File: config.mk
export PLATFORM = sky130hd
export DESIGN_NAME = arc_s30_div
export DESIGN_NICKNAME = d
export VERILOG_FILES = /design/src/rtl/core/arc_pkg.sv /design/src/rtl/core/arc_s30_div.sv
export SDC_FILE = /design/constraint.sdc
export NUM_CORES = 1
export LEC_CHECK = 0
export ABC_AREA = 1
export BUFFER_PORTS_ARGS = -buffer_cell sky130_fd_sc_hd__buf_2
export CORE_AREA = 2 2 169 171
export DETAILED_ROUTE_END_ITERATION = 12
export DIE_AREA = 0 0 171 173
export PLACE_DENSITY = 0.64
export SLEW_MARGIN = 20
export SYNTH_ARGS = -nofsm -noshare
export SYNTH_HDL_FRONTEND = slang
export SYNTH_SLANG_ARGS = --single-unit
File: constraint.sdc
create_clock -name i_clk -period 20.4 [get_ports i_clk]
set_input_delay 4.08 -clock i_clk [delete_from_list [all_inputs] [get_ports i_clk]]
set_output_delay 4.08 -clock i_clk [all_outputs]
set_load 0.05 [all_outputs]
File: src/rtl/core/arc_pkg.sv
// ----------------------------------------------------------------------------
// arc_pkg: shared types and constants for the refraction corrector
// Fixed-point constants of the refraction formula, the CORDIC angle table,
// status codes and configuration register indexes.
// ----------------------------------------------------------------------------
`default_nettype none

package arc_pkg;

    // Field and port widths
    localparam int ALT_W      = 24;
    localparam int ST_W       = 2;
    localparam int CFG_IDX_W  = 3;
    localparam int CFG_DATA_W = 15;
    localparam int PD_W       = 14;
    localparam int TC_W       = 15;
    localparam int HUM_W      = 10;
    localparam int WL_W       = 14;

    // Internal datapath widths
    localparam int HM_W  = 40;   // clamped altitude, Q32 degrees
    localparam int DIV_W = 36;   // divisor and partial remainder
    localparam int Q_W   = 34;   // quotient bits per division
    localparam int CX_W  = 34;   // CORDIC x, y and z
    localparam int S30_W = 32;   // atmosphere scale, Q30

    typedef logic signed [CX_W-1:0] t_cx;

    // Q32 degree constants
    localparam logic signed [HM_W-1:0] MIN_ALT32 = -40'sd4294967296;
    localparam logic signed [HM_W-1:0] MAX_ALT32 = 40'sd386115329638;
    localparam logic signed [HM_W-1:0] ZENITH32  = 40'sd386547056640;
    localparam logic signed [HM_W-1:0] C511_32   = 40'sd21947282883;
    localparam logic [63:0]            C103_60   = 64'd11875091497450523853;
    localparam logic [24:0]            DEG2RAD30 = 25'd18740331;
    localparam logic [CX_W-1:0]        CORDIC_X0 = 34'd1073741824;

    // Atmosphere scale terms
    localparam int PD_SCALE = 28866;
    localparam int PD_MAX   = 12000;
    localparam int TC_MIN   = -10000;
    localparam int TC_MAX   = 8000;
    localparam int HUM_MAX  = 1000;
    localparam int WL_MIN   = 10;
    localparam int WL_MAX   = 10000;

    // Result status codes
    typedef enum logic [ST_W-1:0] {
        ST_OFF     = 2'd0,
        ST_APPLIED = 2'd1,
        ST_UNAVAIL = 2'd2,
        ST_BELOW   = 2'd3
    } t_status;

    // Configuration register indexes
    localparam logic [CFG_IDX_W-1:0] CFG_ENABLE   = 3'd0;
    localparam logic [CFG_IDX_W-1:0] CFG_PRESSURE = 3'd1;
    localparam logic [CFG_IDX_W-1:0] CFG_TEMP     = 3'd2;
    localparam logic [CFG_IDX_W-1:0] CFG_HUMIDITY = 3'd3;
    localparam logic [CFG_IDX_W-1:0] CFG_WAVE     = 3'd4;

    // Truncated atan(2^-i) in Q30 radians
    function automatic t_cx atan_q30(input int idx);
        t_cx v;
        case (idx)
            0:  v = t_cx'(32'h3243F6A8);
            1:  v = t_cx'(32'h1DAC6705);
            2:  v = t_cx'(32'h0FADBAFC);
            3:  v = t_cx'(32'h07F56EA6);
            4:  v = t_cx'(32'h03FEAB76);
            5:  v = t_cx'(32'h01FFD55B);
            6:  v = t_cx'(32'h00FFFAAA);
            7:  v = t_cx'(32'h007FFF55);
            8:  v = t_cx'(32'h003FFFEA);
            9:  v = t_cx'(32'h001FFFFD);
            10: v = t_cx'(32'h000FFFFF);
            11: v = t_cx'(32'h0007FFFF);
            12: v = t_cx'(32'h0003FFFF);
            13: v = t_cx'(32'h0001FFFF);
            14: v = t_cx'(32'h0000FFFF);
            15: v = t_cx'(32'h00007FFF);
            16: v = t_cx'(32'h00003FFF);
            17: v = t_cx'(32'h00001FFF);
            18: v = t_cx'(32'h00000FFF);
            19: v = t_cx'(32'h000007FF);
            20: v = t_cx'(32'h000003FF);
            21: v = t_cx'(32'h000001FF);
            22: v = t_cx'(32'h000000FF);
            23: v = t_cx'(32'h0000007F);
            24: v = t_cx'(32'h0000003F);
            25: v = t_cx'(32'h0000001F);
            26: v = t_cx'(32'h0000000F);
            27: v = t_cx'(32'h00000008);
            28: v = t_cx'(32'h00000004);
            29: v = t_cx'(32'h00000002);
            30: v = t_cx'(32'h00000001);
            default: v = '0;
        endcase
        return v;
    endfunction

endpackage

`default_nettype wire

File: src/rtl/core/arc_s30_div.sv
// ----------------------------------------------------------------------------
// arc_s30_div: atmosphere scale divider
// Works out P/1010 * 283/(273+T) * 1.02 in Q30 from the pressure and
// temperature registers, one quotient bit per cycle, after reset and after
// every configuration write.
// ----------------------------------------------------------------------------
`default_nettype none

module arc_s30_div (
    input  logic                          i_clk,
    input  logic                          i_rst_n,
    input  logic                          i_start,
    input  logic [arc_pkg::PD_W-1:0]      i_pd,
    input  logic signed [arc_pkg::TC_W-1:0] i_tc,
    output logic [arc_pkg::S30_W-1:0]     o_s30,
    output logic                          o_busy
);

    import arc_pkg::*;

    localparam int NUM_W = 29;
    localparam int DEN_W = 30;
    localparam int CNT_W = 6;

    logic [NUM_W-1:0]  w_num;
    logic signed [31:0] w_den;
    logic [DEN_W-1:0]  w_dv;
    logic [DEN_W:0]    w_ext;
    logic [DEN_W:0]    w_diff;

    logic [DEN_W-1:0]  r_rem;
    logic [S30_W-1:0]  r_word;
    logic [CNT_W-1:0]  r_cnt;

    // Numerator pd*28866 (shifted by 30) and denominator 10100*(27300+tc).
    assign w_num  = NUM_W'(i_pd) * NUM_W'(PD_SCALE);
    assign w_den  = (32'sd27300 + 32'(i_tc)) * 32'sd10100;
    assign w_dv   = w_den[DEN_W-1:0];
    assign w_ext  = {r_rem, r_word[S30_W-1]};
    assign w_diff = w_ext - {1'b0, w_dv};

    // Iteration counter.
    always_ff @(posedge i_clk) begin
        if (!i_rst_n) begin
            r_cnt <= '0;
        end else if (i_start) begin
            r_cnt <= CNT_W'(S30_W);
        end else if (r_cnt != '0) begin
            r_cnt <= r_cnt - 1'b1;
        end
    end

    // The top 27 dividend bits stay below the divisor in the valid range.
    always_ff @(posedge i_clk) begin
        if (i_start) begin
            r_rem  <= DEN_W'(w_num[NUM_W-1:2]);
            r_word <= {w_num[1:0], {(S30_W-2){1'b0}}};
        end else if (r_cnt != '0) begin
            r_rem  <= w_diff[DEN_W] ? w_ext[DEN_W-1:0] : w_diff[DEN_W-1:0];
            r_word <= {r_word[S30_W-2:0], ~w_diff[DEN_W]};
        end
    end

    assign o_s30  = r_word;
    assign o_busy = (r_cnt != '0);

endmodule

`default_nettype wire
* Word level (Yosys, flattened, before mapping)
Index checks and enable logic that the tools add are counted.
** Word-level totals
- Word-level logic and storage cells :: 23
- Bits of input ports :: 32
- Output and inout bits :: 33
- Register bits :: 68
** Operators by class
- $mul :: 2
- Reductions and logical operators :: 3
- Bitwise gates (word level) :: 2
- Multiplexer cells :: 7
- Add/subtract/negate cells :: 3
** Operator list (number)
- 32-bit two-way mux :: 2
- 27-bit two-way mux :: 2
- 31-bit by 30-bit subtractor with 31-bit output :: 1
- 30-bit two-way mux :: 1
- 14-bit by 14-bit multiplier with 28-bit output (second input constant) :: 1
- 17-bit by 13-bit multiplier with 28-bit output (second input constant) :: 1
- 16-bit by 15-bit adder with 17-bit output (first input constant) :: 1
- 6-bit two-way mux :: 2
- 6-bit nonzero test :: 1
- 6-bit by 1-bit subtractor with 6-bit output (second input constant) :: 1
- 1-bit inverter :: 2
- 2-bit nonzero test :: 1
- 2-bit OR reduction :: 1

* Logic depth before layout (Yosys ltp)
- Depth after elaboration :: 6
- Gate-level depth with buffers :: 50
- Depth with buffers taken out :: 49

* Least setup slack after synthesis
OpenSTA, ideal clock, no wires.
- Path type :: input-to-reg
- Start point :: input i_tc[2] in the netlist's numbering
- End point :: register r_rem[24] (data pin)
- Data arrival time :: 10.174 ns
- Stages on the path :: 41
- Slack :: 9.970 ns
- Library setup time :: 0.256 ns
- Data required time :: 20.144 ns
- Path buffers :: 1
- Cells stage by stage :: ha_1 -> nand2_1 -> nand2_1 -> nand2_1 -> nand2_2 -> nand2_1 -> nand2_1 -> nand2_1 -> nand2_1 -> nand2_2 -> nand2_2 -> xor2_2 -> inv_2 -> ha_1 -> fa_1 -> fa_1 -> fa_1 -> inv_1 -> (+5 left out) -> a21oi_1 -> or2_2 -> nand3_1 -> nand2_1 -> ha_1 -> nand2_2 -> inv_1 -> nand2_1 -> nand2_1 -> nand2_1 -> nand2_1 -> a21oi_4 -> nand3_2 -> nand2_4 -> buf_6 -> nand3_1 -> nand3_1 -> nand2_1
** On the way
- Cells in the longest elaborated chain, start to end :: 6
** RTL lines
- from (decl) :: RTL line arc_s30_div.sv:14 : input logic signed [arc_pkg::TC_W-1:0] i_tc,
- 16-bit by 15-bit adder with 17-bit output :: RTL line arc_s30_div.sv:37 : assign w_den = (32'sd27300 + 32'(i_tc)) * 32'sd10100;
- 17-bit by 13-bit multiplier with 28-bit output :: RTL line arc_s30_div.sv:37
- 31-bit by 30-bit subtractor with 31-bit output :: RTL line arc_s30_div.sv:40 : assign w_diff = w_ext - {1'b0, w_dv};
- 30-bit two-way mux :: RTL line arc_s30_div.sv:59 : r_rem <= w_diff[DEN_W] ? w_ext[DEN_W-1:0] : w_diff[DEN_W-1:0];
- 27-bit two-way mux :: RTL line arc_s30_div.sv:58 : end else if (r_cnt != '0) begin
- 27-bit two-way mux :: RTL line arc_s30_div.sv:55 : if (i_start) begin
- to (signal assigned) :: RTL line arc_s30_div.sv:56 : r_rem <= DEN_W'(w_num[NUM_W-1:2]);
- to (signal assigned) :: RTL line arc_s30_div.sv:59
- to (decl) :: RTL line arc_s30_div.sv:31 : logic [DEN_W-1:0] r_rem;
No other way between the ends. The select of a mux whose other input is x is not followed.
A chain may end at the register's enable or synchronous reset.

* Final worst setup path
- Start point :: input i_tc[2] in the netlist's numbering
- End point :: register r_rem[17] (data pin)
The elaborated chain is that of the path after synthesis.

==> summary.txt <==
Synthesis
  – Seq cells post-synth: 68
  – Syn. warnings: 0
  – Combinational family with the most area after synthesis: adder cells
  – Cells after Synth: 1,728
  – Count leader, synth: inv_1
  – Top_reg_cell synth: dfxtp_1
  – Library cells used by synthesis: ~50
  – Simple-gate portion of the synthesized area: a little over 20%
  – Compound-Gate Fraction of Synth Area: about 10%
  – Syn Std Cell Area: 12,900 sq um
  – Area share of fa/ha/maj cells after synthesis: 40.3%
  – Top cells by area, synth: ha_1 (24%), fa_1 (16%), inv_1 (12%)
  – Number of flops mapped to enable cells by yosys: 28
  – Syn_nets: approximately 2.1k
  – Multiplexer share of the synthesized area: 0%
  – Top-area cell type share of the netlist area: approximately a quarter
  – Leading post-synthesis cells by instance count: inv_1 (399), nand2_1 (357), ha_1 (245)
  – Asr flop ratio synth: 0%
  – Average size of a mapped cell: 7.46 sq um
  – Sequential-to-total area share from yosys stat: about 13%
  – Cell type with the highest aggregate area in the netlist: ha_1
  – XOR/XNOR Fraction of Synth Area: 4.42%

Layout
  – Utilization after layout: 50.3%
  – Diodes inserted: 0
  – Nets: 2,171
  – Multi-input gate area: slightly below 10,000 sq um
  – Synth-to-layout area growth: 7.81%
  – Register area: roughly 1600 sq um
  – Filler instances: approximately 2.8k
  – Share of cells above drive strength 1: under 10%

GRT
  – Total gr overflow: 0
  – Largest net degree at the start of global routing: just under 60
  – First-pass GRT wire length: about 54 mm
  – Initial antenna violation count: 0
  – GRT Total Usage: around 22%
  – Vias in the first global route: roughly 11k

Clock network
  – CTS tree: yes
  – Worst-path clk slew: 60 ps
  – Cts repair resizes: 0
  – Post-CTS Setup Repair Bufs: 0
  – Clock latency on the worst-skew pair: between 300 and 400 ps
  – H-tree level count: 3
  – CTS root buf: clkbuf_16
  – Num CTS Buffers: 9
  – Clk sinks: just under 70
  – Hold-fix buffers, CTS: 0
  – Max clock buf depth: 2

Place
  – Place WS: ~8500 ps
  – Post-DP HPWL: 27.6 mm
  – Routability cong.: approximately 0.96
  – PortBufs: 64

Worst setup path
  – Flop2flop setup slack: between 15,000 and 20,000 ps
  – Crit-path max cell delay: 560 ps
  – CP Max Fanout: 36
  – Most used cell, CP: nand2_1
  – Startpoint types: input port
  – CP endpoint kind: register
  – Arrival time at the worst endpoint: roughly 12,000 ps
  – Worst R2R Start: r_rem[1]
  – Worst-path cell with the longest stage delay: fa_1
  – Data required, critical path: approximately 20,000 ps
  – R2r endpoint: r_rem[17]
  – Cells on worst reg2reg path: 15
  – Crit path kind: input port to register

STA
  – Worst Skew: between 7 and 8 ps
  – Fin Hold WS: ~470 ps
  – Fin. max-slew vios: 0
  – TNS Setup: 0 ps
  – Setup slack after layout: approximately 9000 ps
  – Least-Margin Pin Slew: 986 ps
  – Peak Freq: 0.0861 GHz
  – Final setup fails: 0
  – RSZ-0062 raised after global routing: no
  – Final period util: a little under three fifths
  – Final min period: between 10,000 and 15,000 ps
  – Max_slew headroom: between 30% and 40%
  – Final hold vios: 0

Flow run
  – Maximum capacitance violations: 0

Detailed routing
  – DR WL/cell: about 15 um
  – WL final: between 30 and 40 mm
  – Post-route DRC violation count: 0
  – Routed vias/inst: roughly 5.1
  – Initial drt markers: between 500 and 600
  – 1st-pass router iterations: 6
  – Detail Route Antenna Nets: 0
  – Vias: roughly 11k

Outcome
  – Status: completed

Min path
  – Hold path startpoint: r_cnt[3]
  – Endpoint, Worst Hold: r_cnt[3]
  – Min-Delay Path Class: register to register
  – Hold depth: 2

Die
  – Die Y-Extent: ~170 um
  – Rows: 61
  – IO Pins: 65
  – Core region area: between 20,000 and 30,000 sq um
  – Die Width: 171 um
  – Total Die Area: 29,600 sq um
  – Initial Utilization: 46.6%
through the flow:
step,std cells,area (sq um)
after floorplan,1728,12900
after global placement,2155,13600
after detailed placement,2155,13600
after CTS,2171,13900
after global routing,2171,13900
final,2171,13900
logic make-up after synthesis:
kind of cell / after synthesis
simple gates: 614
buf+inv: 422
fa+ha+maj: 351
compound gates: 211
flops: 68
xor+xnor: 62
flip-flops by register name (all words and copies together), names as in the netlist:
register / cells
o_s30: 32
r_rem: 30
r_cnt: 6
layer usage:
| layer | part of all wire [%] | routed length (um) | track usage, % |
|---|---|---|---|
| met1 | 44 | 14100 | 27.6 |
| met2 | 50 | 15900 | 40.7 |
| met3 | 3.1 | 982 | 2.20 |
| met4 | 3.2 | 1020 | 7.59 |
| met5 | 0 | 0 | 0 |
worst max-delay path by stage:
stage          slack, ps  startpoint  depth (start not counted)        end
2_1_floorplan       9970     i_tc[2]                         41  r_rem[24]
3_3_place_gp        8590     i_tc[2]                         38  r_rem[26]
3_5_place_dp        8490     i_tc[2]                         38  r_rem[22]
4_1_cts             8790     i_tc[2]                         38  r_rem[17]
5_1_grt             8120     i_tc[2]                         38  r_rem[26]
6_report            8780     i_tc[2]                         38  r_rem[17]
cells in the final DEF (no fill, tap or decap), types with 4 or more instances in the layout:
cell type	synthesis	routed
edfxtp_1	28	28
nor2_1	96	96
nand3_1	104	104
inv_2	6	6
ha_1	245	245
o21a_1	4	4
nor3_1	9	9
o21ai_0	43	43
nand2_1	357	356
a21o_1	12	12
o21bai_1	16	16
o22ai_1	31	31
nor2_2	4	4
nand2_2	11	12
buf_2	6	64
nand4_1	14	14
inv_1	399	399
xnor2_1	31	31
xor2_1	29	29
a21oi_1	79	79
o21ai_1	7	7
clkbuf_16	0	10
dfxtp_1	40	40
fa_1	106	106
worst max-delay path, delay by kind of cell:
family	cells	cell delay, ps
adders and majority gates	8	3280
and+or+nand+nor	22	3010
xor gates and xnor gates	2	530
buffers and inverters	4	380
AOI/OAI and AO/OA	2	370
area by class of cell:
cell class,instances,share of cell area (%)
Multi-Input combinational cell,1238,69.3
Sequential cell,68,11.8
Inverter,405,10.9
Tap cell,378,3.40
Timing Repair Buffer,66,2.41
Clock buffer,10,1.80
Clock inverter,6,0.360
Power is not shown: default switching activity piles up to over one toggle a cycle in this logic, so the estimate is an artifact.
