===== src/rtl/core/arc_div_cell.sv =====
// ----------------------------------------------------------------------------
// arc_div_cell: one restoring division cell
// Develops one quotient bit per cell. The dividend bits leave the top of the
// word register while the quotient bits enter at its bottom.
// ----------------------------------------------------------------------------
`default_nettype none

module arc_div_cell #(
    parameter int DW  = 36,
    parameter int QW  = 34,
    parameter int SBW = 8
) (
    input  logic          i_clk,
    input  logic          i_rst_n,
    input  logic          i_en,
    input  logic          i_valid,
    input  logic [DW-1:0] i_rem,
    input  logic [QW-1:0] i_word,
    input  logic [DW-1:0] i_div,
    input  logic [SBW-1:0] i_sb,
    output logic          o_valid,
    output logic [DW-1:0] o_rem,
    output logic [QW-1:0] o_word,
    output logic [DW-1:0] o_div,
    output logic [SBW-1:0] o_sb
);

    logic          r_valid;
    logic [DW-1:0] r_rem;
    logic [QW-1:0] r_word;
    logic [DW-1:0] r_div;
    logic [SBW-1:0] r_sb;

    logic [DW:0]   n_ext;
    logic [DW:0]   n_diff;

    // Bring down the next dividend bit and try the subtraction.
    assign n_ext  = {i_rem, i_word[QW-1]};
    assign n_diff = n_ext - {1'b0, i_div};

    always_ff @(posedge i_clk) begin
        if (!i_rst_n) begin
            r_valid <= 1'b0;
        end else if (i_en) begin
            r_valid <= i_valid;
        end
    end

    // A borrow keeps the remainder from before the subtraction and yields a zero quotient bit.
    always_ff @(posedge i_clk) begin
        if (i_en) begin
            r_rem  <= n_diff[DW] ? n_ext[DW-1:0] : n_diff[DW-1:0];
            r_word <= {i_word[QW-2:0], ~n_diff[DW]};
            r_div  <= i_div;
            r_sb   <= i_sb;
        end
    end

    assign o_valid = r_valid;
    assign o_rem   = r_rem;
    assign o_word  = r_word;
    assign o_div   = r_div;
    assign o_sb    = r_sb;

endmodule

`default_nettype wire


===== config.mk =====
export PLATFORM = sky130hd
export DESIGN_NAME = arc_div_cell
export DESIGN_NICKNAME = d
export VERILOG_FILES = /design/src/rtl/core/arc_div_cell.sv
export SDC_FILE = /design/constraint.sdc
export NUM_CORES = 1
export LEC_CHECK = 0
export BUFFER_PORTS_ARGS = -buffer_cell sky130_fd_sc_hd__buf_2
export CORE_MARGIN = 3
export CORE_UTILIZATION = 40
export DETAILED_ROUTE_END_ITERATION = 10
export PLACE_DENSITY = 0.68
export SKIP_LAST_GASP = 1
export SYNTH_ARGS = -nofsm -noshare
export SYNTH_HDL_FRONTEND = slang
export SYNTH_SLANG_ARGS = --single-unit

===== constraint.sdc =====
create_clock -name i_clk -period 7.75 [get_ports i_clk]
set_input_delay 1.55 -clock i_clk [delete_from_list [all_inputs] [get_ports i_clk]]
set_output_delay 1.55 -clock i_clk [all_outputs]
set_load 0.03 [all_outputs]

# == Word level (Yosys, flattened, before mapping) ==
# Index checks and enable logic that the tools add are counted.
# totals
mem_bits_ro,0
input_bits,118
n_memories,0
ramBits,0
latch_bits,0
regBits,115
# op_classes
n_addsub,1
bitwise_logic,1
order_cmp,0
n_shift,0
n_mux,1
n_reduce_logical,0
mul,0
div_mod_pow,0
eq_ne,0
# ops
cell,n
$sub 37x36->37,1
$mux 36,1
$not 1->1,1

# == Depth between registers and ports, before layout ==
# Gate-level depths: netlist (run 1).
# depth
word_depth,2
ltp_mapped,15
mapped_depth_nobuf,13

# == Least setup slack after synthesis (run 1) ==
# Ideal clock, no wire load.
# synth_timing
path_type,input port to flip-flop
from,input i_word[33]
to,register r_rem[10] (netlist: o_rem[10]) (data pin)
t_required_ps,7490
path_buffers,2
setup_time_ps,260
stages,15
setup_slack_ps,3290
arrival_time_ps,4200
path_cell_list,inv_1 ha_1 inv_1 fa_1 a21oi_1 o221ai_1 nand3_1 a21oi_2 nor4_1 nor3_1 or3_1 buf_6 inv_6 buf_12 mux2_4
# synth_via
elab_chain_cells,2
# synth_rtl
item,line,rtl
from (decl),18,"input logic [QW-1:0] i_word,"
$sub 37x36->37,39,"assign n_diff = n_ext - {1'b0, i_div};"
$mux 36,52,r_rem <= n_diff[DW] ? n_ext[DW-1:0] : n_diff[DW-1:0];
to (signal assigned),52,
to (decl),29,logic [DW-1:0] r_rem;
# Every way passes these cells.
# A chain may end at the register's enable or synchronous reset.

# == Worst setup path in the final report (run 1) ==
# layout_timing
from,input i_word[33]
to,register r_rem[3] (netlist: o_rem[3]) (data pin)
# The elaborated chain is that of the path after synthesis.

==> results.json, run 1 <==
{
  "cts_setup_buffers": 0,
  "fin_tns_setup_ns": 0,
  "fin_crit_ns": 4.863,
  "netlist_instances": 492,
  "avgViaCountPerCell": 4.896,
  "combPwrFrac": 0.248,
  "clk_latency_ns": 0.41,
  "synth_edf_count": 114,
  "fin_area_sq_um": 8155,
  "fin_hold_ws_ns": 0.5316,
  "cts_max_level": 4,
  "grt_pass1_vias": 4658,
  "layout-drive-gt1-share": 0.4056,
  "die_area_sq_um": 17140,
  "setup_ws_ns": 2.887,
  "die_w_um": 130.9,
  "fp.dieH_um": 130.9,
  "leakagePower_nw": 3.746,
  "power_density_nw_per_um2": 250.1,
  "initial_core_util": 0.4090,
  "n_antenna_cell": 0,
  "maxSlewViolCount": 0,
  "peakVddDrop_mv": 0.1476,
  "drt-pass1-iter-count": 4,
  "place_area_sq_um": 7580,
  "rows": 45,
  "power.internal_mw": 1.403,
  "wl_per_cell_um": 16.53,
  "setup_violations": 0,
  "root_buffer": "clkbuf_16",
  "pre_cts_ws_ns": 2.407,
  "io_buffers": 232,
  "maxCapViolCount": 0,
  "worstMarginPinSlew_ns": 0.9299,
  "grt_setup_unrepaired": "no",
  "ctsLongestPathBuffers": 2,
  "initialDrtViolationCount": 200,
  "ys_seq_area_frac": 0.5517,
  "path_clk_slew_ns": 0.05,
  "status": "complete, no violations",
  "nNetsFinal": 889,
  "place_hpwl_um": 12460,
  "syn2layout_area_growth_pct": 30.67,
  "ys_ff_latch": 115,
  "cp-start-kind": "input port",
  "r2r_slack_ns": 7.15,
  "cts_inserted_buffers": 17,
  "core_area_sq_um": 15260,
  "period_share": 0.6274,
  "synth_adder_area_share": 0.07538,
  "synthFlopType": "edfxtp_1",
  "ant_nets": 0,
  "grt_pass1_wl_um": 23440,
  "grt-ovfl-total": 0,
  "muxShareOfSynthArea": 0.07939,
  "synth_cell_types": 60,
  "finalPower_mw": 2.039,
  "vias": 4690,
  "fmax_ghz": 0.2056,
  "p_sw_mw": 0.6365,
  "synth_top_family_by_area": "compound AO/OA/AOI/OAI gates",
  "fillers": 1324,
  "io_pins": 233,
  "synth-simple-area-share": 0.07458,
  "antenna_found_initial": 0,
  "yosysWarnings": 0,
  "grt_max_degree": 76,
  "hold_class": "reg2reg",
  "slew_headroom": 0.3801,
  "required_ns": 7.91,
  "endpoint_kind": "flip-flop",
  "synth_area_sq_um": 6241,
  "drc": 0,
  "syn_avg_cell_area_sq_um": 12.68,
  "postCtsHoldBufs": 0,
  "yosys.area_share.xor_xnor": 0.03929,
  "pwr-share-clk": 0.371,
  "path_class": "in2reg",
  "skew_ns": 0,
  "syn_nets": 647,
  "swShare": 0.3121,
  "cts_resized": 0,
  "crit_fanout": 32,
  "worstPathArrival_ns": 5.03,
  "gp_congestion": 0.8501,
  "power_frac_seq": 0.381,
  "routed_wl_um": 15840,
  "async_flop_share": 0,
  "synth_compound_area_frac": 0.1357,
  "cts_tree": "yes",
  "grtUsageTotal": 0.1797,
  "hold_viol": 0,
  "clock-sinks": 115
}
==> synth_stat cells (all sizes together), types with 5 or more instances <==
cell	n	area share
xor2	12	0.017
nand2	34	0.020
o31ai	6	0.0072
edfxtp	114	0.55
inv	46	0.028
nor2	27	0.016
xnor2	16	0.022
o21a	6	0.0072
nand3	9	0.0072
a21oi	39	0.035
nor3	5	0.0040
buf	6	0.013
mux2	32	0.075
ha	36	0.072
a21o	24	0.029
o21ai	12	0.011
==> metal layers <==
layer / global-route usage / share of wire
met1: 0.2148 / 0.42
met2: 0.3053 / 0.49
met3: 0.05163 / 0.072
met4: 0.07199 / 0.017
met5: 0 / 0
==> power groups by stage <==
| stage | Combinational, mW | Clock [mW] | Sequential [mW] |
|---|---|---|---|
| final | 0.506 | 0.757 | 0.777 |
| after global routing | 0.548 | 0.803 | 0.783 |
| after CTS | 0.511 | 0.776 | 0.779 |
| after detailed placement | 0.509 | 0 | 0.791 |
| after global placement | 0.506 | 0 | 0.790 |
| after floorplan | 0.235 | 0 | 0.921 |
==> cells in the final DEF, fill, tap and decap left out, types with 6 or more instances in the layout <==
cell / count
a21o_1: 24
inv_6: 6
edfxtp_1: 114
buf_2: 231
mux2_4: 28
o21ai_0: 10
inv_1: 45
o31ai_1: 6
nand2_1: 34
ha_1: 36
clkbuf_16: 17
xor2_1: 12
o21a_1: 6
a21oi_1: 36
nand3_1: 9
nor2_1: 27
xnor2_1: 16
==> critical path: stages <==
cell,delay [ns]
buf_2,0.09
inv_1,0.07
ha_1,0.17
inv_1,0.05
fa_1,0.40
a21oi_1,0.29
o221ai_1,0.23
nand3_1,0.16
a21oi_2,0.11
nor4_1,0.41
nor3_1,0.19
or3_1,0.50
inv_6,0.40
mux2_2,0.38
==> worst paths after layout <==
check                                 from        to  depth (start not counted)
worst min register to register     o_valid   o_valid                          2
worst min-delay path               o_valid   o_valid                          2
worst max register to register     o_valid   o_valid                          2
worst max-delay path            i_word[33]  o_rem[3]                         14
==> flip-flops by register name, indices dropped and copies added, names as in the netlist <==
| signal | count |
|---|---|
| o_div | 36 |
| o_rem | 36 |
| o_word | 34 |
| o_sb | 8 |
| o_valid | 1 |
==> per-stage QoR <==
stage | util | std cells
final | 0.5345 | 958
after CTS | 0.5345 | 958
after detailed placement | 0.4968 | 926
after global routing | 0.5345 | 958
after floorplan | - | 492
after global placement | 0.4968 | 926
==> layout make-up <==
class	instances	area, sq um	share of cell area
Clock buffer	17	425.4	0.05216
Clock inverter	15	150.1	0.01841
Inverter	46	177.7	0.02179
Multi-Input combinational cell	321	2524	0.3095
Sequential cell	115	3443	0.4222
Tap cell	211	264.0	0.03237
Timing Repair Buffer	233	1171	0.1436
==> cells by family (layout without fill, tap and decap cells) <==
family / after synthesis / count (layout)
AOI/OAI and AO/OA: 121 / 121
xor gates and xnor gates: 28 / 28
adders and majority gates: 37 / 37
buffers and inverters: 56 / 311
DFF: 115 / 115
muxes: 35 / 35
and+or+nand+nor: 100 / 100
No activity file was read; power rests on OpenSTA's default activity.
==> run 2, diff against run 1 <==
--- a/config.mk
+++ b/config.mk
@@ -5,11 +5,12 @@
 export SDC_FILE = /design/constraint.sdc
 export NUM_CORES = 1
 export LEC_CHECK = 0
+export ABC_AREA = 1
 export BUFFER_PORTS_ARGS = -buffer_cell sky130_fd_sc_hd__buf_2
 export CORE_MARGIN = 3
 export CORE_UTILIZATION = 40
 export DETAILED_ROUTE_END_ITERATION = 10
-export PLACE_DENSITY = 0.68
+export PLACE_DENSITY = 0.67
 export SKIP_LAST_GASP = 1
 export SYNTH_ARGS = -nofsm -noshare
 export SYNTH_HDL_FRONTEND = slang
==> constraint.sdc (replaced) <==
create_clock -name i_clk -period 4.95 [get_ports i_clk]
set_input_delay 0.99 -clock i_clk [delete_from_list [all_inputs] [get_ports i_clk]]
set_output_delay 0.99 -clock i_clk [all_outputs]
set_load 0.03 [all_outputs]
==> results.json, run 2 <==
{
  "hold_viol": 0,
  "rows": 46,
  "holdPathStages": 2,
  "status": "complete, no violations",
  "grt-ovfl-total": 0,
  "final_common_cell": "nand2_1",
  "grt_pass1_vias": 5890,
  "fp.dieH_um": 135.9,
  "seq_area_sq_um": 3443,
  "layout_common_cells": "nand2_1 (341), buf_2 (231), inv_1 (134)",
  "grt_setup_unrepaired": "no",
  "r2r_slack_ns": 4.31,
  "io_pins": 233,
  "maxCapViolCount": 0,
  "cp-start-kind": "input port",
  "initialDrtViolationCount": 285,
  "globalRouteMet3Util": 0.06218,
  "r2r_end": "o_valid",
  "hold_class": "reg2reg",
  "grt_max_degree": 47,
  "clk_latency_ns": 0.41,
  "postCtsHoldBufs": 0,
  "min_to": "o_valid",
  "path_class": "in2reg",
  "drc": 0,
  "min_from": "o_valid",
  "grt_pass1_wl_um": 28530,
  "netlist_instances": 815,
  "crit_chain": "buf_2, inv_1, ha_1, inv_1, fa_1, nand3_1, nand3_1, nand4_1, nand3_2, nand2_2, nand2_2, nand2_2, nand2_4, nand2_1, nand2_1",
  "die_area_sq_um": 18460,
  "place_area_sq_um": 8128,
  "io_buffers": 232,
  "place_hpwl_um": 14530,
  "clock-sinks": 115,
  "yosysTopAreaCell": "edfxtp_1",
  "crit_fanout": 37,
  "synthFlopType": "edfxtp_1",
  "grt-busiest-layer": "met2",
  "ys_seq_area_frac": 0.5104,
  "gp_congestion": 0.9025,
  "reg2reg_from": "o_valid",
  "critPathSlowestCell": "fa_1",
  "setup_violations": 0,
  "ys_top_cells_by_count": "nand2_1 (341), inv_1 (134), edfxtp_1 (114)",
  "peakVddDrop_mv": 0.2326,
  "leakagePower_nw": 4.570,
  "slew_headroom": 0.5999,
  "root_buffer": "clkbuf_16",
  "crit_path_frequent_cell": "nand2_2",
  "ant_nets": 0,
  "fin_area_sq_um": 8687,
  "synth_edf_count": 114,
  "fillers": 1572,
  "worstMarginPinSlew_ns": 0.6001,
  "syn_avg_cell_area_sq_um": 8.278,
  "fin_crit_ns": 2.831,
  "avgViaCountPerCell": 4.541,
  "worstPathArrival_ns": 2.99,
  "syn_nets": 970,
  "fmax_ghz": 0.3532,
  "final_cells": 1291,
  "placedCellCount": 1259,
  "multi_input_area_sq_um": 2721,
  "layout-drive-gt1-share": 0.2614,
  "antenna_found_initial": 0,
  "n_antenna_cell": 0,
  "synth_top_area_share": 0.5074,
  "maxSlewViolCount": 0,
  "drt-pass1-iter-count": 5,
  "required_ns": 5.11,
  "routed_wl_um": 18290,
  "syn2layout_area_growth_pct": 28.76,
  "globalRouteMet2Util": 0.3355,
  "finalPower_mw": 3.167,
  "synth_area_sq_um": 6746,
  "initial_core_util": 0.4171,
  "wl_per_cell_um": 14.17,
  "async_flop_share": 0,
  "ctsLongestPathBuffers": 2,
  "die_w_um": 135.9,
  "post-synth-top-count-cell": "nand2_1",
  "yosysWarnings": 0,
  "endpoint_kind": "flip-flop",
  "cts_setup_buffers": 0,
  "path_clk_slew_ns": 0.06,
  "grtUsageTotal": 0.1989,
  "cts_resized": 0,
  "period_share": 0.5720,
  "fin_tns_setup_ns": 0,
  "synth_cell_types": 30,
  "cts_max_level": 4,
  "cts_tree": "yes",
  "core_area_sq_um": 16170,
  "ys_ff_latch": 115,
  "globalRouteMet1Util": 0.2484,
  "rr_worst_depth": 2,
  "vias": 5862,
  "skew_ns": 0,
  "cts_inserted_buffers": 17,
  "power_density_nw_per_um2": 364.6,
  "synth_top_cells_by_area": "edfxtp_1 (51%), nand2_1 (19%), inv_1 (7.5%)",
  "cpPeakStageDelay_ns": 0.42,
  "nNetsFinal": 1217
}
## run 2: how the worst max path moves through the flow
stage / from / endpoint / slack, ns / depth (start not counted)
floorplan: i_word[33] / o_rem[11] / 2.12 / 15
global placement: i_word[33] / o_rem[26] / 1.77 / 15
detailed placement: i_word[33] / o_rem[28] / 1.67 / 15
CTS: i_word[33] / o_rem[28] / 2.11 / 15
global route: i_word[33] / o_rem[13] / 1.92 / 15
finish: i_word[33] / o_rem[28] / 2.12 / 15
## run 2: cell type report
class | instances | area share
Multi-Input combinational cell | 557 | 0.3133
Tap cell | 216 | 0.03111
Clock buffer | 18 | 0.04940
Timing Repair Buffer | 234 | 0.1357
Sequential cell | 115 | 0.3964
Inverter | 137 | 0.05920
Clock inverter | 14 | 0.01498
## run 2: layer usage
| layer | routed length, um | share of wire |
|---|---|---|
| met1 | 8146 | 0.45 |
| met3 | 1551 | 0.085 |
| met4 | 112 | 0.0061 |
| met5 | 0 | 0 |
| met2 | 8482 | 0.46 |
## run 2: cell families after synthesis
group,count (synthesis),synth area share
AND/OR/NAND/NOR,463,0.2763
buffers and inverters,143,0.08624
flip-flops,115,0.5104
AO/OA/AOI/OAI,38,0.03264
adder cells (fa/ha/maj),37,0.06973
XOR/XNOR,19,0.02467
## run 2: per-stage QoR
stage | utilization | hold WS, ns | setup WS, ns
after floorplan | - | 0.6550 | 2.123
after detailed placement | 0.5026 | 0.5541 | 1.673
after global routing | 0.5371 | 0.5888 | 1.918
after CTS | 0.5371 | 0.5656 | 2.110
after global placement | 0.5026 | 0.5233 | 1.767
final | 0.5371 | 0.5516 | 2.119
## run 2: worst max-delay path, delay by kind of cell
kind | cells | cell delay [ns]
adder cells (fa/ha/maj) | 2 | 0.55
buffers and inverters | 3 | 0.22
AND/OR/NAND/NOR | 10 | 1.23
## run 2: report_power, final
| part | internal [mW] | switching [mW] |
|---|---|---|
| clock | 0.694 | 0.472 |
| combinational | 0.236 | 0.552 |
| sequential | 1.19 | 0.0220 |
