<file path="src/rtl/core/arc_pkg.sv">
// ----------------------------------------------------------------------------
// arc_pkg: shared types and constants for the refraction corrector
// Fixed-point constants of the refraction formula, the CORDIC angle table,
// status codes and configuration register indexes.
// ----------------------------------------------------------------------------
`default_nettype none

package arc_pkg;

    // Field and port widths
    localparam int ALT_W      = 24;
    localparam int ST_W       = 2;
    localparam int CFG_IDX_W  = 3;
    localparam int CFG_DATA_W = 15;
    localparam int PD_W       = 14;
    localparam int TC_W       = 15;
    localparam int HUM_W      = 10;
    localparam int WL_W       = 14;

    // Internal datapath widths
    localparam int HM_W  = 40;   // clamped altitude, Q32 degrees
    localparam int DIV_W = 36;   // divisor and partial remainder
    localparam int Q_W   = 34;   // quotient bits per division
    localparam int CX_W  = 34;   // CORDIC x, y and z
    localparam int S30_W = 32;   // atmosphere scale, Q30

    typedef logic signed [CX_W-1:0] t_cx;

    // Q32 degree constants
    localparam logic signed [HM_W-1:0] MIN_ALT32 = -40'sd4294967296;
    localparam logic signed [HM_W-1:0] MAX_ALT32 = 40'sd386115329638;
    localparam logic signed [HM_W-1:0] ZENITH32  = 40'sd386547056640;
    localparam logic signed [HM_W-1:0] C511_32   = 40'sd21947282883;
    localparam logic [63:0]            C103_60   = 64'd11875091497450523853;
    localparam logic [24:0]            DEG2RAD30 = 25'd18740331;
    localparam logic [CX_W-1:0]        CORDIC_X0 = 34'd1073741824;

    // Atmosphere scale terms
    localparam int PD_SCALE = 28866;
    localparam int PD_MAX   = 12000;
    localparam int TC_MIN   = -10000;
    localparam int TC_MAX   = 8000;
    localparam int HUM_MAX  = 1000;
    localparam int WL_MIN   = 10;
    localparam int WL_MAX   = 10000;

    // Result status codes
    typedef enum logic [ST_W-1:0] {
        ST_OFF     = 2'd0,
        ST_APPLIED = 2'd1,
        ST_UNAVAIL = 2'd2,
        ST_BELOW   = 2'd3
    } t_status;

    // Configuration register indexes
    localparam logic [CFG_IDX_W-1:0] CFG_ENABLE   = 3'd0;
    localparam logic [CFG_IDX_W-1:0] CFG_PRESSURE = 3'd1;
    localparam logic [CFG_IDX_W-1:0] CFG_TEMP     = 3'd2;
    localparam logic [CFG_IDX_W-1:0] CFG_HUMIDITY = 3'd3;
    localparam logic [CFG_IDX_W-1:0] CFG_WAVE     = 3'd4;

    // Truncated atan(2^-i) in Q30 radians
    function automatic t_cx atan_q30(input int idx);
        t_cx v;
        case (idx)
            0:  v = t_cx'(32'h3243F6A8);
            1:  v = t_cx'(32'h1DAC6705);
            2:  v = t_cx'(32'h0FADBAFC);
            3:  v = t_cx'(32'h07F56EA6);
            4:  v = t_cx'(32'h03FEAB76);
            5:  v = t_cx'(32'h01FFD55B);
            6:  v = t_cx'(32'h00FFFAAA);
            7:  v = t_cx'(32'h007FFF55);
            8:  v = t_cx'(32'h003FFFEA);
            9:  v = t_cx'(32'h001FFFFD);
            10: v = t_cx'(32'h000FFFFF);
            11: v = t_cx'(32'h0007FFFF);
            12: v = t_cx'(32'h0003FFFF);
            13: v = t_cx'(32'h0001FFFF);
            14: v = t_cx'(32'h0000FFFF);
            15: v = t_cx'(32'h00007FFF);
            16: v = t_cx'(32'h00003FFF);
            17: v = t_cx'(32'h00001FFF);
            18: v = t_cx'(32'h00000FFF);
            19: v = t_cx'(32'h000007FF);
            20: v = t_cx'(32'h000003FF);
            21: v = t_cx'(32'h000001FF);
            22: v = t_cx'(32'h000000FF);
            23: v = t_cx'(32'h0000007F);
            24: v = t_cx'(32'h0000003F);
            25: v = t_cx'(32'h0000001F);
            26: v = t_cx'(32'h0000000F);
            27: v = t_cx'(32'h00000008);
            28: v = t_cx'(32'h00000004);
            29: v = t_cx'(32'h00000002);
            30: v = t_cx'(32'h00000001);
            default: v = '0;
        endcase
        return v;
    endfunction

endpackage

`default_nettype wire

</file>
<file path="src/rtl/core/arc_cordic_cell.sv">
// ----------------------------------------------------------------------------
// arc_cordic_cell: one CORDIC rotation cell
// Rotates the vector by plus or minus atan(2^-STEP) towards a zero residual
// angle, with floor shifts.
// ----------------------------------------------------------------------------
`default_nettype none

module arc_cordic_cell #(
    parameter int STEP = 0,
    parameter int SBW  = 8
) (
    input  logic          i_clk,
    input  logic          i_rst_n,
    input  logic          i_en,
    input  logic          i_valid,
    input  arc_pkg::t_cx  i_x,
    input  arc_pkg::t_cx  i_y,
    input  arc_pkg::t_cx  i_z,
    input  logic [SBW-1:0] i_sb,
    output logic          o_valid,
    output arc_pkg::t_cx  o_x,
    output arc_pkg::t_cx  o_y,
    output arc_pkg::t_cx  o_z,
    output logic [SBW-1:0] o_sb
);

    import arc_pkg::*;

    localparam t_cx ANG = atan_q30(STEP);

    logic  r_valid;
    t_cx   r_x;
    t_cx   r_y;
    t_cx   r_z;
    logic [SBW-1:0] r_sb;

    t_cx   n_x;
    t_cx   n_y;
    t_cx   n_z;

    // Direction follows the sign of the residual angle.
    always_comb begin
        if (!i_z[CX_W-1]) begin
            n_x = i_x - (i_y >>> STEP);
            n_y = i_y + (i_x >>> STEP);
            n_z = i_z - ANG;
        end else begin
            n_x = i_x + (i_y >>> STEP);
            n_y = i_y - (i_x >>> STEP);
            n_z = i_z + ANG;
        end
    end

    always_ff @(posedge i_clk) begin
        if (!i_rst_n) begin
            r_valid <= 1'b0;
        end else if (i_en) begin
            r_valid <= i_valid;
        end
    end

    always_ff @(posedge i_clk) begin
        if (i_en) begin
            r_x  <= n_x;
            r_y  <= n_y;
            r_z  <= n_z;
            r_sb <= i_sb;
        end
    end

    assign o_valid = r_valid;
    assign o_x     = r_x;
    assign o_y     = r_y;
    assign o_z     = r_z;
    assign o_sb    = r_sb;

endmodule

`default_nettype wire

</file>
<file path="config.mk">
export PLATFORM = sky130hd
export DESIGN_NAME = arc_cordic_cell
export DESIGN_NICKNAME = d
export VERILOG_FILES = /design/src/rtl/core/arc_pkg.sv /design/src/rtl/core/arc_cordic_cell.sv
export SDC_FILE = /design/constraint.sdc
export NUM_CORES = 1
export LEC_CHECK = 0
export BUFFER_PORTS_ARGS = -buffer_cell sky130_fd_sc_hd__buf_2
export CAP_MARGIN = 20
export CELL_PAD_IN_SITES_DETAIL_PLACEMENT = 0
export CELL_PAD_IN_SITES_GLOBAL_PLACEMENT = 1
export CORE_MARGIN = 5
export CORE_UTILIZATION = 42
export DETAILED_ROUTE_END_ITERATION = 12
export PLACE_DENSITY = 0.81
export RECOVER_POWER = 25
export SLEW_MARGIN = 25
export SYNTH_ARGS = -nofsm -noshare
export SYNTH_HDL_FRONTEND = slang
export SYNTH_SLANG_ARGS = --single-unit
</file>
<file path="constraint.sdc">
create_clock -name i_clk -period 4.37 [get_ports i_clk]
set_input_delay 0.2185 -clock i_clk [delete_from_list [all_inputs] [get_ports i_clk]]
set_output_delay 0.2185 -clock i_clk [all_outputs]
set_load 0.005 [all_outputs]
</file>
# Word-level counts from Yosys, hierarchy flattened
# Cells that the tools add are included.
word_totals:
  ff_bits: 111
  latchBits: 0
  ram_bits: 0
  mem_bits_ro: 0
  inputBits: 114
  out_inout_bits: 111
  elab_cells: 13
  memories: 0
classes:
  addsub: 5
  multipliers: 0
  div: 0
  n_lt_le_gt_ge: 0
  n_eq_ne: 0
  shift: 0
  mux: 3
  bitwise: 0
  n_reduce_logical: 0
op_table:
  columns: ["op", "n"]
  rows:
  - ["two-way mux 34 bit", 3]
  - ["subtractor 34 bit", 2]
  - ["adder 34 x 31 -> 34 bit, second input constant", 1]
  - ["adder 34 bit", 1]
  - ["subtractor 34 x 31 -> 34 bit, second input constant", 1]

# Longest topological paths before layout
# Gate-level depths: netlist of run 1.
logic_depth:
  depth_word: 2
  mapped_depth: 13
  ltp_nobuf: 12

# Worst setup path before layout of run 1
# OpenSTA, ideal clock, no wires.
synth_path:
  kind: "input to register"
  startpoint: "input i_z[33]"
  endpoint: "register r_z[30], in the netlist o_z[30], data pin"
  t_arrival_ps: 3402
  t_required_ps: 4111
  setup_slack_ps: 709
  stages: 13
  n_path_buf: 2
  path_cell_list: "clkinv_1 -> clkbuf_1 -> clkbuf_1 -> ha_1 -> a211o_1 -> a31oi_1 -> nor4b_1 -> a211oi_1 -> o311a_1 -> a21oi_1 -> a31o_2 -> a31oi_1 -> xnor2_1"
synth_between:
  elab_chain_cells: 1
synth_rtl:
  columns: ["item", "line", "rtl"]
  rows:
  - ["start: declaration", "arc_cordic_cell.sv:18", "input arc_pkg::t_cx i_z,"]
  - ["two-way mux 34 bit", "arc_cordic_cell.sv:43", "if (!i_z[CX_W-1]) begin"]
  - ["via n_z[30]", "arc_cordic_cell.sv:39", "t_cx n_z;"]
  - ["end signal: assignment", "arc_cordic_cell.sv:66", "r_z <= n_z;"]
  - ["end: declaration", "arc_cordic_cell.sv:34", "t_cx r_z;"]
# The timed path passes the listed nets, and every way through them passes these cells.
# A chain may end at the register's enable or synchronous reset.

# Worst setup path after layout of run 1
layout_path:
  startpoint: "input i_x[3]"
  endpoint: "register r_y[30], in the netlist o_y[30], data pin"
layout_between:
  elab_chain_cells: 2
  elab_cells_between_ends: 3
layout_rtl:
  columns: ["item", "line", "rtl"]
  rows:
  - ["start: declaration", "arc_cordic_cell.sv:16", "input arc_pkg::t_cx i_x,"]
  - ["adder 34 bit / subtractor 34 bit (equally long branches)", "arc_cordic_cell.sv:45, arc_cordic_cell.sv:49", null]
  - ["two-way mux 34 bit *", "arc_cordic_cell.sv:43", null]
  - ["via n_y[30]", "arc_cordic_cell.sv:38", "t_cx n_y;"]
  - ["end signal: assignment", "arc_cordic_cell.sv:65", "r_y <= n_y;"]
  - ["end: declaration", "arc_cordic_cell.sv:33", "t_cx r_y;"]
# The timed path passes the listed nets; every way through them passes the cells marked *.

==> results of run 1 <==
-- logic make-up after synthesis --
kind of cell	synth area share
compound gates	0.246
xor+xnor	0.0781
fa+ha+maj	0.164
buf+inv	0.0610
flops	0.319
mux	0.0175
simple gates	0.114
-- per-layer routing --
layer / global-route usage / share of wire
met5: 0 / 0
met4: 0.0637 / 0.022
met3: 0.0258 / 0.061
met2: 0.354 / 0.46
met1: 0.301 / 0.46
-- stage by stage --
stage | setup slack [ps] | util | total power [mW]
2_1_floorplan | 709 | - | 2.29
3_3_place_gp | 772 | 0.482 | 2.81
3_5_place_dp | 710 | 0.482 | 2.81
4_1_cts | 1080 | 0.495 | 3.67
5_1_grt | 760 | 0.494 | 3.89
6_report | 1010 | 0.494 | 3.65
-- final cells by class --
cell class	instances	area (um2)	share of cell area
clock inverters	7	73.8	0.00617
inverters	117	439	0.0367
flip-flops and latches	110	3290	0.275
well taps	324	405	0.0339
clock buffers	9	225	0.0188
multi-input cells	889	6400	0.534
repair buffers	229	1140	0.0951
-- worst max-delay path: cells and delay by family --
kind | cells | cell delay [ps]
muxes | 1 | 130
AOI/OAI and AO/OA | 5 | 2150
xor gates and xnor gates | 1 | 150
buffers and inverters | 3 | 270
adders and majority gates | 1 | 470
and+or+nand+nor | 1 | 80
-- flip-flops by register name (all words and copies together) (netlist names) --
| name | flops |
|---|---|
| o_x | 34 |
| o_y | 33 |
| o_sb | 8 |
| o_z | 34 |
| o_valid | 1 |
-- worst min path at each step --
stage / slack [ps] / cells after the start / endpoint / from
4_1_cts: 10 / 1 / o_sb[3] / i_sb[3]
5_1_grt: 9 / 1 / o_z[0] / i_z[0]
2_1_floorplan: 320 / 0 / o_sb[0] / i_sb[0]
3_5_place_dp: 400 / 1 / o_z[0] / i_z[0]
6_report: 30 / 1 / o_sb[3] / i_sb[3]
3_3_place_gp: 400 / 1 / o_sb[3] / i_sb[3]
-- cells in the final DEF (no fill, tap or decap), types with 4 or more instances in the layout --
cell / netlist / layout
o21ai_0: 80 / 80
nand2b_1: 11 / 11
a211oi_1: 9 / 9
o211ai_1: 12 / 12
and2_1: 4 / 4
nand4_1: 13 / 13
ha_1: 129 / 129
clkbuf_16: 0 / 9
a211o_1: 6 / 6
a21boi_0: 6 / 6
o31a_1: 5 / 5
o21bai_1: 24 / 24
nand3b_1: 5 / 5
or3_1: 7 / 7
mux2i_1: 18 / 18
a21oi_1: 147 / 147
nor3_1: 24 / 24
buf_2: 4 / 211
nand3_1: 16 / 16
nor2b_1: 10 / 10
a21o_1: 28 / 28
inv_1: 113 / 114
o41ai_1: 4 / 4
a31oi_1: 12 / 12
xor2_1: 18 / 18
clkbuf_1: 30 / 14
o2111ai_1: 4 / 4
and3_1: 6 / 6
a221o_1: 4 / 4
nor2_1: 81 / 81
o21a_1: 8 / 8
fa_1: 4 / 4
edfxtp_1: 109 / 109
nor4_1: 6 / 6
o31ai_1: 15 / 15
xnor2_1: 74 / 74
buf_4: 4 / 4
nand2_1: 52 / 52
-- power groups by stage --
stage	clock [mW]	sequential (mW)	combinational (mW)
6_report	0.857	1.43	1.36
5_1_grt	0.936	1.45	1.50
4_1_cts	0.882	1.43	1.36
3_5_place_dp	0	1.45	1.35
3_3_place_gp	0	1.45	1.36
2_1_floorplan	0	1.47	0.817
==> flow_summary_export.csv, run 1 <==
group,metric,value,unit
status,outcome,"complete, but fails checks",
status,violations,"max-capacitance violations, max-slew violations",
sta,setup-violations-final,0,
floorplan,die_area,27800,um2
finish,area_delta_synth_final,16.0,%
logic_synthesis,async_reset_ff_frac,0,
logic_synthesis,yosysTopAreaCell,"edfxtp_1",
logic_synthesis,syn_nets,1408,
floorplan,rows,57,
setup_path,reg2reg_depth,2,
detailed_routing,antenna_left,0,
global_routing,grt_pass1_wl,49100,um
setup_path,required,4480,ps
clock_tree,tritoncts,"done",
clock_tree,clkLatencyLatePin,360,ps
job,drv_cap,1,
floorplan,die-height,167,um
finish,instances_no_fill,1685,
setup_path,worstPathMaxFanout,9,
detailed_routing,drt_pre_antenna_iters,5,
sta,drv_slew,37,
sta,rsz0062_at_grt,"no",
logic_synthesis,syn_inst,1161,
global_routing,antenna_found_initial,0,
logic_synthesis,ys_seq_area_frac,0.319,
clock_tree,cts_max_path_buffers,2,
clock_tree,cts_sinks,110,
setup_path,cp_slowest_cell,"a311oi_1",
clock_tree,cts_made_buffers,9,
logic_synthesis,synth.distinct_cells,71,
floorplan,initial_utilization,0.426,
min_path,hp-class,"in2reg",
sta,setup_tns,0,ps
place,gp_congestion,0.915,
logic_synthesis,synth_top_area_share,0.317,
pwr,intPower,2.34,mW
global_routing,grt_pass1_vias,9098,
pwr,p_comb_frac,0.373,
logic_synthesis,synth_edf_count,109,
setup_path,cp-end-kind,"flip-flop",
place,dp.cells,1669,
setup_path,ff2ff_setup_slack,3750,ps
sta,maxSlewHeadroom,-0.441,
detailed_routing,first_iter_violations,751,
detailed_routing,drc,0,
place,place.port_buffers,224,
setup_path,worst_ep_arrival_time,3460,ps
place,placed_area,11700,um2
global_routing,overflow,0,
setup_path,cp-endpoint,"o_y[30]",
global_routing,grt_max_degree,57,
setup_path,crit_top_cell,"inv_1",
sta,period_needed,3360,ps
pwr,power_density,305,nW/um2
clock_tree,post_cts_buffers,0,
setup_path,startpoint,"i_x[3]",
setup_path,critPathKind,"in2reg",
logic_synthesis,synth_area_leaders,"edfxtp_1, ha_1, a21oi_1, xnor2_1, inv_1",
logic_synthesis,synth.avg_cell_area,8.89,um2
detailed_routing,vias,9408,
floorplan,io_pins,225,
sta,timing.hold.ws,31.1,ps
global_routing,grt_use_total,0.216,
logic_synthesis,yosysMostFrequentCell,"a21oi_1",
sta,fin_crit_sh,0.768,
pwr,switching_share,0.358,
finish,fin_nets,1603,
logic_synthesis,yosysWarnings,0,
sta,max_clock_freq,298,MHz
logic_synthesis,ys_ff_latch,110,
pwr,power.leakage,5.34,nW
setup_path,rr_startpoint,"o_valid",
floorplan,core,24200,um2
setup_path,crit_path_cell_trace,"buf_2, inv_1, ha_1, inv_1, a221oi_1, o211ai_1, a311oi_1, o211a_1, nor2_1, a31oi_1, mux2i_1, xnor2_1",
pwr,ir_worst_vdd,0.000166,V
pwr,p_switching,1.31,mW
logic_synthesis,netlist_area,10300,um2
logic_synthesis,synth_ff_type,"edfxtp_1",
sta,tightest_slew,2160,ps
floorplan,die_w,167,um
detailed_routing,routedWlPerCell,18.5,um
place,hpwl,24800,um
sta,skew,0,ps
logic_synthesis,synthTopCellsByCount,"a21oi_1, ha_1, inv_1",
setup_path,start_kind,"primary input",
finish,drive_gt1_frac,0.179,
clock_tree,post_cts_resize_count,0,
clock_tree,cts_hold_buf,0,
finish,fin_area,12000,um2
clock_tree,root_buffer,"clkbuf_16",
setup_path,slowest_delay,680,ps
finish,n_antenna_cell,0,
setup_path,r2r-end,"o_valid",
pwr,pwr-share-seq,0.392,
finish,nFillCells,2363,
clock_tree,clkTransAtPathRegs,90,ps
detailed_routing,routed_wl,31100,um
detailed_routing,vias_per_cell,5.58,
clock_tree,cts_max_level,3,
sta,final_hold_viol_count,0,
pwr,p_clk_frac,0.235,
Note: power is estimated with default switching activity, not from simulation.
==> run 2: changes to the inputs <==
- ABC_AREA: not set -> 1
- CORE_UTILIZATION: 42 -> 37
- PLACE_DENSITY: 0.81 -> 0.78
- clock period: 4.37 -> 2.9 ns (I/O delays scaled with it)
==> run 2 against run 1 <==
Effect of this change:
- the run now ends clean
- final area increased by 19%
- synthesized area increased by 20%
- clock skew unchanged
- global-route usage is 1.8 points higher
- final cell count grew 47%
- sequential power up 48%
- non-clock buffer count is 17 higher
- critical endpoint is now o_y[32]
- largest cell class unchanged
- largest power group is now combinational cells
- highest routed layer unchanged
==> flow_summary_export.csv, run 2 <==
group,metric,value,unit
logic_synthesis,yosysMostFrequentCell,"nand2_1",
sta,period_needed,2250,ps
pwr,ir_worst_vdd,0.000280,V
min_path,hold_depth,3,
clock_tree,clkTransAtPathRegs,80,ps
sta,final_hold_viol_count,0,
setup_path,cp_slowest_cell,"ha_1",
pwr,p_clk_frac,0.225,
setup_path,start_kind,"primary input",
pwr,p_comb_frac,0.417,
detailed_routing,antenna_left,0,
finish,drive_gt1_frac,0.158,
finish,area_delta_synth_final,15.0,%
pwr,intPower,3.49,mW
logic_synthesis,yosysWarnings,0,
setup_path,required,3030,ps
clock_tree,clkLatencyLatePin,360,ps
logic_synthesis,synth.distinct_cells,51,
sta,rsz0062_at_grt,"no",
setup_path,slowest_delay,620,ps
pwr,pwr-share-seq,0.358,
setup_path,rr_startpoint,"o_valid",
global_routing,grt_pass1_vias,12600,
global_routing,grt_pass1_wl,67700,um
detailed_routing,drt_pre_antenna_iters,5,
setup_path,reg2reg_depth,2,
finish,n_antenna_cell,0,
min_path,hp-start,"i_rst_n",
logic_synthesis,async_reset_ff_frac,0,
detailed_routing,vias_per_cell,5.14,
logic_synthesis,ys_seq_area_frac,0.266,
setup_path,ff2ff_setup_slack,2220,ps
clock_tree,post_cts_resize_count,0,
pwr,power_density,413,nW/um2
logic_synthesis,synth.avg_cell_area,6.82,um2
place,gp_congestion,0.950,
pwr,power.leakage,7.03,nW
detailed_routing,routed_wl,44600,um
setup_path,cp-end-kind,"flip-flop",
logic_synthesis,synthAdderAreaFrac,0.137,
min_path,min_to,"o_valid",
logic_synthesis,synth_top_family_by_area,"simple AND/OR/NAND/NOR gates",
place,hpwl,37500,um
sta,tightest_slew,1440,ps
floorplan,rows,67,
sta,setup-violations-final,0,
logic_synthesis,synth_ff_type,"edfxtp_1",
clock_tree,cts_made_buffers,9,
floorplan,die_area,37200,um2
finish,layout_commonest_cell,"nand2_1",
floorplan,core,33300,um2
place,placed_area,13900,um2
setup_path,crit_family,"simple AND/OR/NAND/NOR gates",
global_routing,overflow,0,
logic_synthesis,synth_compound_area_frac,0.154,
detailed_routing,routedWlPerCell,18.0,um
logic_synthesis,synth-simple-area-share,0.312,
finish,layout_common_cells,"nand2_1, inv_1, buf_2",
logic_synthesis,netlist_area,12400,um2
detailed_routing,vias,12700,
sta,timing.hold.ws,40.9,ps
setup_path,critPathKind,"in2reg",
logic_synthesis,synthTopCellsByCount,"nand2_1, inv_1, nand3_1, nor2_1, a21oi_1",
setup_path,crit_path_cell_trace,"buf_2, inv_1, ha_1, nand2_1, o21ai_0, inv_1, nand2_1, nand2_1, nand2_1, nand2_1, nand2_1, nand2_1, nand3_1, nand2_1",
pwr,switching_share,0.407,
finish,fin_nets,2274,
min_path,hp-class,"in2reg",
logic_synthesis,synth_edf_count,109,
global_routing,antenna_found_initial,0,
sta,skew,0,ps
sta,max_clock_freq,444,MHz
clock_tree,tritoncts,"done",
setup_path,path_buf_inv,3,
place,place.port_buffers,224,
logic_synthesis,syn_nets,2061,
clock_tree,root_buffer,"clkbuf_16",
setup_path,worstPathMaxFanout,11,
floorplan,die-height,193,um
clock_tree,cts_max_path_buffers,2,
logic_synthesis,synth_top_area_share,0.264,
sta,fin_crit_sh,0.777,
floorplan,die_w,193,um
floorplan,initial_utilization,0.372,
clock_tree,cts_max_level,3,
logic_synthesis,yosysTopAreaCell,"edfxtp_1",
logic_synthesis,ys_ff_latch,110,
finish,fin_area,14200,um2
detailed_routing,first_iter_violations,777,
pwr,p_switching,2.39,mW
setup_path,crit_top_cell,"nand2_1",
sta,maxSlewHeadroom,0.0405,
status,outcome,"complete, no violations",
logic_synthesis,muxShareOfSynthArea,0.000809,
global_routing,grt_use_total,0.234,
job,drv_cap,0,
logic_synthesis,synthXorXnorAreaFrac,0.0318,
floorplan,io_pins,225,
global_routing,grt_max_degree,69,
logic_synthesis,synth_area_leaders,"edfxtp_1, nand2_1, ha_1, inv_1, nand3_1",
logic_synthesis,syn_inst,1814,
setup_path,r2r-end,"o_valid",
setup_path,worst_ep_arrival_time,2390,ps
detailed_routing,drc,0,
clock_tree,cts_sinks,110,
sta,drv_slew,0,
sta,setup_tns,0,ps
[run 2: power groups by stage]
| stage | combinational, mW | sequential [mW] | clock (mW) |
|---|---|---|---|
| final | 2.45 | 2.11 | 1.32 |
| after global routing | 2.74 | 2.13 | 1.43 |
| after detailed placement | 2.42 | 2.14 | 0 |
| after CTS | 2.45 | 2.11 | 1.36 |
| after floorplan | 1.49 | 2.16 | 0 |
| after global placement | 2.42 | 2.14 | 0 |
[run 2: repair_timing]
item | CTS | global route
setup buffers | 0 | 0
endpoints found under the hold margin | 12 | 0
hold buffers | 12 | 0
[run 2: cells by family (layout without fill, tap and decap cells)]
kind of cell / count (synthesis) / after routing
compound gates: 338 / 338
xor+xnor: 45 / 45
fa+ha+maj: 133 / 133
buf+inv: 290 / 508
flops: 110 / 110
mux: 1 / 1
simple gates: 897 / 897
[run 2: worst max-delay path by stage]
stage,cells past startpoint,startpoint,end
6_report,14,i_x[6],o_y[32]
5_1_grt,14,i_x[6],o_x[32]
4_1_cts,14,i_x[6],o_y[32]
3_5_place_dp,14,i_x[6],o_y[32]
3_3_place_gp,14,i_x[3],o_y[32]
2_1_floorplan,11,i_z[33],o_z[25]
[run 2: layout make-up]
type,instances,area (um2)
clock buffers,10,229
flip-flops and latches,110,3290
inverters,246,926
well taps,448,561
multi-input cells,1414,7870
clock inverters,6,62.6
repair buffers,246,1300
fillers,3560,19000
[run 2: worst reg2reg max path: stages, from the launching register on]
cell,delay [ps]
dfxtp_1,310
o21ai_0,160
a21oi_1,60
[run 2: metrics by stage]
step           setup slack (ps)  total power [mW]  std cells  utilization
2_1_floorplan               741              3.66       1814            -
3_3_place_gp                304              4.56       2452        0.416
3_5_place_dp                269              4.56       2452        0.416
4_1_cts                     683              5.92       2480        0.429
5_1_grt                     426              6.29       2480        0.428
6_report                    647              5.88       2480        0.428
[run 2: per-layer routing]
layer	vias up	GRT usage	part of all wire
li1	6425	-	-
met1	5860	0.312	0.46
met2	403	0.405	0.46
met3	48	0.0248	0.055
met4	0	0.0643	0.023
met5	-	0	0
